## src/design/pixel_run_length_encoder_top_defines.svh

```systemverilog
// Assertion macros shared by the pixel run-length encoder modules.
`ifndef PIXEL_RUN_LENGTH_ENCODER_TOP_DEFINES_SVH
`define PIXEL_RUN_LENGTH_ENCODER_TOP_DEFINES_SVH

// Same-cycle implication, checked at every rising edge outside reset.
`define PRLE_ASSERT_NOW(lbl, clk, rst_n, ante, cons, msg) \
    lbl: assert property (@(posedge clk) disable iff (!(rst_n)) (ante) |-> (cons)) \
        else $error(msg);

// Next-cycle implication, checked at every rising edge outside reset.
`define PRLE_ASSERT_NEXT(lbl, clk, rst_n, ante, cons, msg) \
    lbl: assert property (@(posedge clk) disable iff (!(rst_n)) (ante) |=> (cons)) \
        else $error(msg);

`endif

```

## src/design/prle_pkg.sv

```systemverilog
// Types, constants and run coding function for the pixel run-length encoder.
`default_nettype none

package prle_pkg;

    localparam logic [5:0] RUN_MAX    = 6'd63;
    localparam logic [7:0] RUN_BASE   = 8'd192;
    localparam logic [7:0] SINGLE_ESC = 8'd193;
    localparam logic [7:0] ESC_LIMIT  = 8'd63;

    // Coded form of one closed run: zero, one or two bytes.
    typedef struct packed {
        logic [1:0] len;
        logic [7:0] b0;
        logic [7:0] b1;
    } t_run_code;

    // Every byte that one pixel word causes, in stream order.
    typedef struct packed {
        logic [2:0]      len;
        logic [3:0][7:0] bytes;
        logic            frame_end;
    } t_burst;

    function automatic t_run_code code_run(input logic [7:0] value, input logic [5:0] count);
        t_run_code rc;
        rc.len = 2'd0;
        rc.b0  = value;
        rc.b1  = value;
        if (count == 6'd1) begin
            if (value > ESC_LIMIT) begin
                rc.len = 2'd2;
                rc.b0  = SINGLE_ESC;
            end else begin
                rc.len = 2'd1;
            end
        end else if (count != 6'd0) begin
            rc.len = 2'd2;
            rc.b0  = RUN_BASE + {2'b00, count};
        end
        return rc;
    endfunction

endpackage

`default_nettype wire

```

## src/design/prle_encoder.sv

```systemverilog
// Run tracking and byte burst formation for the pixel run-length encoder.
`default_nettype none

module prle_encoder
    import prle_pkg::*;
(
    input  wire logic       i_clk,
    input  wire logic       i_rst_n,
    input  wire logic       i_accept,
    input  wire logic [7:0] i_pixel,
    input  wire logic       i_frame_last,
    output t_burst          o_burst
);

`include "pixel_run_length_encoder_top_defines.svh"

    logic [7:0] r_value;
    logic [5:0] r_count;
    logic [7:0] n_value;
    logic [5:0] n_count;

    logic       brk;
    logic       open_new;
    logic [5:0] grown;
    logic       close_run;
    t_run_code  code_old;
    t_run_code  code_new;

    always_comb begin
        brk       = (r_count != 6'd0) && (i_pixel != r_value);
        open_new  = (r_count == 6'd0) || brk;
        grown     = open_new ? 6'd1 : (r_count + 6'd1);
        n_value   = open_new ? i_pixel : r_value;
        close_run = (grown == RUN_MAX) || i_frame_last;
        n_count   = close_run ? 6'd0 : grown;
        code_old  = code_run(r_value, brk ? r_count : 6'd0);
        code_new  = code_run(n_value, close_run ? grown : 6'd0);
    end

    // The old run goes out first, the new or extended run packs in behind it.
    always_comb begin
        o_burst.len       = {1'b0, code_old.len} + {1'b0, code_new.len};
        o_burst.frame_end = i_frame_last;
        unique case (code_old.len)
            2'd2:    o_burst.bytes = {code_new.b1, code_new.b0, code_old.b1, code_old.b0};
            2'd1:    o_burst.bytes = {code_new.b1, code_new.b1, code_new.b0, code_old.b0};
            default: o_burst.bytes = {code_new.b1, code_new.b1, code_new.b1, code_new.b0};
        endcase
    end

    always_ff @(posedge i_clk) begin
        if (!i_rst_n) begin
            r_value <= 8'd0;
            r_count <= 6'd0;
        end else if (i_accept) begin
            r_value <= n_value;
            r_count <= n_count;
        end
    end

    `PRLE_ASSERT_NOW(a_frame_end_emits, i_clk, i_rst_n, i_accept && i_frame_last, o_burst.len != 3'd0, "frame end word produced no bytes")
    `PRLE_ASSERT_NEXT(a_frame_end_closes, i_clk, i_rst_n, i_accept && i_frame_last, r_count == 6'd0, "run left open after frame end")
    `PRLE_ASSERT_NOW(a_count_below_max, i_clk, i_rst_n, 1'b1, r_count < RUN_MAX, "open run reached full length")

endmodule

`default_nettype wire

```

## src/design/prle_burst.sv

```systemverilog
// Burst register that hands out one coded byte per cycle while the output does not stall.
`default_nettype none

module prle_burst
    import prle_pkg::*;
(
    input  wire logic       i_clk,
    input  wire logic       i_rst_n,
    input  wire logic       i_load,
    input  wire t_burst     i_burst,
    output logic            o_ready,
    output logic            o_valid,
    input  wire logic       i_stall,
    output logic [7:0]      o_code_byte,
    output logic            o_item_last,
    output logic            o_stream_end
);

`include "pixel_run_length_encoder_top_defines.svh"

    logic [3:0][7:0] r_bytes;
    logic            r_end;
    logic [2:0]      r_left;
    logic [1:0]      r_rd;
    logic            take;

    always_comb begin
        o_valid      = (r_left != 3'd0);
        take         = o_valid && !i_stall;
        o_ready      = (r_left == 3'd0) || ((r_left == 3'd1) && !i_stall);
        o_code_byte  = r_bytes[r_rd];
        o_item_last  = (r_left == 3'd1);
        o_stream_end = (r_left == 3'd1) && r_end;
    end

    always_ff @(posedge i_clk) begin
        if (!i_rst_n) begin
            r_left <= 3'd0;
            r_rd   <= 2'd0;
        end else if (i_load) begin
            r_left <= i_burst.len;
            r_rd   <= 2'd0;
        end else if (take) begin
            r_left <= r_left - 3'd1;
            r_rd   <= r_rd + 2'd1;
        end
    end

    always_ff @(posedge i_clk) begin
        if (i_load) begin
            r_bytes <= i_burst.bytes;
            r_end   <= i_burst.frame_end;
        end
    end

    `PRLE_ASSERT_NOW(a_load_fits, i_clk, i_rst_n, i_load, o_ready && (i_burst.len != 3'd0) && (i_burst.len <= 3'd4), "burst loaded while busy or with bad length")
    `PRLE_ASSERT_NOW(a_left_bounded, i_clk, i_rst_n, 1'b1, r_left <= 3'd4, "burst byte count out of range")
    `PRLE_ASSERT_NEXT(a_drain_empties, i_clk, i_rst_n, take && (r_left == 3'd1) && !i_load, !o_valid, "burst still valid after its last word")

endmodule

`default_nettype wire

```

## src/design/pixel_run_length_encoder_top.sv

```systemverilog
// Top level of the pixel run-length encoder.
`default_nettype none

// Channel   Direction  Handshake            Payload
// input     in         i_valid / o_stall    i_pixel, i_frame_last
// output    out        o_valid / i_stall    o_code_byte, o_item_last, o_stream_end
//
// A pixel word is taken in any cycle without input stall and its bytes appear on the
// output the next cycle, one byte per cycle from a four-byte burst register unless the
// output stalls. A pixel that causes no bytes does not hold the input; one that causes
// bytes holds it until its last byte leaves, two bytes at most except at a frame end.
// Reset clears the open run and empties the burst register.
// Input stall is high while the burst register holds bytes, unless its last byte leaves now.

module pixel_run_length_encoder_top
    import prle_pkg::*;
(
    input  wire logic       i_clk,
    input  wire logic       i_rst_n,
    input  wire logic       i_valid,
    output logic            o_stall,
    input  wire logic [7:0] i_pixel,
    input  wire logic       i_frame_last,
    output logic            o_valid,
    input  wire logic       i_stall,
    output logic [7:0]      o_code_byte,
    output logic            o_item_last,
    output logic            o_stream_end
);

    logic   accept;
    logic   burst_ready;
    t_burst burst;

    // A word is taken whenever the burst register can take its bytes.
    assign o_stall = !burst_ready;
    assign accept  = i_valid && burst_ready;

    // Run state updates for every accepted word; the burst comes straight
    // out of combinational coding on the incoming pixel.
    prle_encoder u_encoder (
        .i_clk        (i_clk),
        .i_rst_n      (i_rst_n),
        .i_accept     (accept),
        .i_pixel      (i_pixel),
        .i_frame_last (i_frame_last),
        .o_burst      (burst)
    );

    // Only words that cause bytes occupy the burst register.
    prle_burst u_burst (
        .i_clk        (i_clk),
        .i_rst_n      (i_rst_n),
        .i_load       (accept && (burst.len != 3'd0)),
        .i_burst      (burst),
        .o_ready      (burst_ready),
        .o_valid      (o_valid),
        .i_stall      (i_stall),
        .o_code_byte  (o_code_byte),
        .o_item_last  (o_item_last),
        .o_stream_end (o_stream_end)
    );

endmodule

`default_nettype wire

```

## config.mk

```make
export PLATFORM = sky130hd
export DESIGN_NAME = pixel_run_length_encoder_top
export DESIGN_NICKNAME = d
export VERILOG_FILES = /design/src/design/prle_pkg.sv /design/src/design/prle_encoder.sv /design/src/design/prle_burst.sv /design/src/design/pixel_run_length_encoder_top.sv
export VERILOG_INCLUDE_DIRS = /design/src /design/src/design
export SDC_FILE = /design/constraint.sdc
export NUM_CORES = 1
export LEC_CHECK = 0
export BUFFER_PORTS_ARGS = -buffer_cell sky130_fd_sc_hd__buf_2
export CAP_MARGIN = 40
export CORE_AREA = 2 2 75 92
export DETAILED_ROUTE_END_ITERATION = 16
export DIE_AREA = 0 0 77 94
export HOLD_SLACK_MARGIN = 0.08
export MAX_ROUTING_LAYER = met4
export PLACE_DENSITY = 0.64
export SYNTH_ARGS = -nofsm -noshare
export SYNTH_HDL_FRONTEND = slang
export SYNTH_SLANG_ARGS = --single-unit
export TNS_END_PERCENT = 20
```

## constraint.sdc

```tcl
create_clock -name i_clk -period 5.7 [get_ports i_clk]
set_input_delay 0.285 -clock i_clk [delete_from_list [all_inputs] [get_ports i_clk]]
set_output_delay 0.285 -clock i_clk [all_outputs]
set_load 0.01 [all_outputs]
```

==> summary.txt <==
Synthesis
  • Net count after synthesis: 311
  • Most frequently used flop master after synthesis: edfxtp_1
  • Number of flops mapped to enable cells by yosys: 33
  • Share of flip-flops with an asynchronous set or reset after synthesis: 0
  • Mapped Cells: 291
  • Mean cell area of the mapped netlist: 10.6 um2
  • Distinct cell type count after synthesis: 69
  • Total standard cell area after synthesis: 3090 um2
  • Warnings from Yosys: 0
  • Number of synthesized register bits: 52
  • Fraction of the yosys area taken by sequential cells: 0.444

Power and ir drop
  • Proportion of power drawn by the clock network: 0.228
  • Maximum VDD drop: 0.211 mV
  • PwrDens: 384 nW/um2
  • Switching Fraction: 0.339
  • Leakage power summed over all cells: 0.00117 uW
  • Portion of total power attributed to sequential cells: 0.431
  • Internal portion of total power: 851 uW
  • Switching power: 436 uW
  • Relative contribution of combinational cells to total power: 0.340
  • Final total power: 1290 uW

Timing
  • Time the final worst path needs with I/O delays and setup: 4.20 ns
  • Number of hold violations in the final report: 0
  • Maximum achievable frequency: 238 MHz
  • Summed negative setup slack over all endpoints: 0 ns
  • Transition time of the tightest slew-check pin: 0.746 ns
  • Final setup violation count: 0
  • Max Clock Skew: 0.0107 ns
  • Worst slew margin relative to its limit: 0.501
  • Final clock period utilization by the worst path: 0.736
  • RSZ-0062 raised after global routing: false
  • Count of final max-slew check failures: 0
  • Min Hold Slack: 0.242 ns

Die
  • Full die area: 7240 um2
  • Number of core rows: 32
  • Floorplan die width: 77 um
  • Starting utilization of the core area: 0.489
  • Core Area: 6330 um2
  • Die Y: 94 um
  • Number of primary I/O pins: 25

Clock network
  • CTS sink cnt: 52
  • CTS HTree Levels: 2
  • Clock transition at path regs: 0.09 ns
  • Cell chosen for the clock root: clkbuf_8
  • Clock latency at the later pin of the worst-skew pair: 0.30 ns
  • Number of buffers added by the clock tree synthesis step: 5
  • Number of buffers on the longest clock path: 2
  • Clock tree from TritonCTS: done
  • CTS-repair resized insts: 0
  • CTS Hold Bufs: 0
  • Number of setup buffers added after CTS: 0

Routing
  • Routed wire length: 6.47 mm
  • Starting DRT DRC Count: 141
  • Antenna viol nets, final: 0
  • Residual DRC count: 0
  • Total via count in the routed design: 2212
  • Routed wire length per instance: 16.7 um
  • TritonRoute pass-1 iters: 5
  • Vias per Instance: 5.70

Global routing
  • Remaining Overflow, GRT: 0
  • Vias in the first global route: 2059
  • Global-route wire length before repair: 10.6 mm
  • Maximum number of pins on one net before global-route repair: 39
  • Global-route total usage across every layer: 0.191
  • Initial antenna violation count: 0

Setup path
  • Crit path DAT: 4.37 ns
  • Required @ worst endpoint: 5.88 ns
  • Worst Setup Start Kind: flop
  • Type of element capturing the critical path: flop
  • Category of the critical setup timing path: reg -> reg
  • Worst r2r path cells: 15
  • Largest fanout of any net on the critical path: 38

Cells and area
  • Total Nets Final: 322
  • Commonest non-fill, non-tap cell in the layout: edfxtp_1
  • Diode count: 0
  • Syn-to-layout area delta: 8.34%
  • Fraction of final layout cells with drive strength greater than 1: 0.218
  • Final standard cell area without fillers: 3350 um2
  • Most frequent cells in the layout: edfxtp_1 (33), nand2_1 (32), buf_2 (24), a21oi_1 (21), dfxtp_1 (19)
  • Fill cells: 591

Placed design
  • IO buf count: 24
  • DP HPWL: 4.72 mm
  • Weighted congestion at the end of routability-driven global placement: 0.917
  • Post-DP Area: 3220 um2

Hold path
  • Class of the most critical hold timing path: in -> reg
  • Min-Delay Path Depth: 1

Job
  • Max-cap violation count: 0

Status
  • Status: complete, no violations
## final timing paths
kind / from / to / slack, ns
setup / recovery: u_encoder.r_count[0] / u_burst.r_left[1] / 1.50
hold / removal: i_pixel[5] / u_burst.r_bytes[29] / 0.24
hold reg to reg: u_encoder.r_value[0] / u_encoder.r_value[0] / 0.51
setup reg to reg: u_encoder.r_count[0] / u_burst.r_left[1] / 1.50
## area by class of cell
cell class | count | area, um2 | share of cell area
clock buffer | 6 | 72.6 | 0.0217
clock inverter | 2 | 60.1 | 0.0179
inverter | 16 | 60.1 | 0.0179
multi-input combinational | 201 | 1540 | 0.461
sequential | 52 | 1370 | 0.410
tap | 85 | 106 | 0.0318
timing repair buffer | 26 | 135 | 0.0404
## synth_stat cells (4+ instances only)
library cell / instances / area share
buf_2: 4 / 0.0065
edfxtp_1: 33 / 0.32
nor2_1: 18 / 0.022
nor3_1: 4 / 0.0065
mux4_2: 8 / 0.058
o21ai_0: 11 / 0.018
ha_1: 6 / 0.024
inv_1: 14 / 0.017
nand3_1: 7 / 0.011
a22o_1: 6 / 0.017
xnor2_1: 10 / 0.028
dfxtp_1: 19 / 0.12
buf_6: 4 / 0.015
nand2_1: 32 / 0.039
nor2b_1: 9 / 0.018
a21oi_1: 21 / 0.034
clkbuf_1: 11 / 0.013
## kinds of logic (layout without fill, tap and decap cells)
logic type	count (synthesis)	in the layout	share of synthesized area
and+or+nand+nor	97	97	0.186
AOI/OAI and AO/OA	76	76	0.182
DFF	52	52	0.444
buffers and inverters	38	50	0.0619
xor gates and xnor gates	12	12	0.0340
muxes	9	9	0.0619
adders and majority gates	7	7	0.0308
## critical path: stages (launching register included)
cell and delay (ns):
dfxtp_1 0.55, inv_1 0.22, ha_1 0.37, inv_1 0.11
a2111oi_4 0.38, a41o_4 0.30, o21ai_0 0.11, nor4_1 0.29
ha_1 0.19, inv_1 0.05, fa_1 0.55, a31oi_4 0.09
buf_4 0.28, or2_2 0.37, o22ai_1 0.15, nor2_1 0.05
## power by group through the flow
stage | Clock, uW | Sequential (uW) | Combinational [uW]
finish | 294 | 555 | 438
global route | 310 | 569 | 485
CTS | 302 | 557 | 441
detailed placement | 0 | 566 | 438
global placement | 0 | 563 | 435
floorplan | 0 | 530 | 350
## flip-flops by register name (all words and copies together), names as in the netlist
signal and cells:
u_burst.r_bytes 32, u_encoder.r_value 8, u_encoder.r_count 6, u_burst.r_left 3, u_burst.r_rd 2, u_burst.r_end 1
## stage by stage
step | std cells | util | setup WS [ns]
2_1_floorplan | 291 | - | 0.491
3_3_place_gp | 380 | 0.508 | 1.61
3_5_place_dp | 380 | 0.508 | 1.53
4_1_cts | 388 | 0.529 | 1.51
5_1_grt | 388 | 0.529 | 1.12
6_report | 388 | 0.529 | 1.50
## layer usage
layer | routed length [um] | vias up | global-route usage
met5 | 0 | - | -
met3 | 329 | 5 | 0.0250
met4 | 56 | 0 | 0.0432
met2 | 3260 | 68 | 0.323
met1 | 2830 | 1051 | 0.247
li1 | - | 1088 | -
No activity file was read; power rests on OpenSTA's default activity.
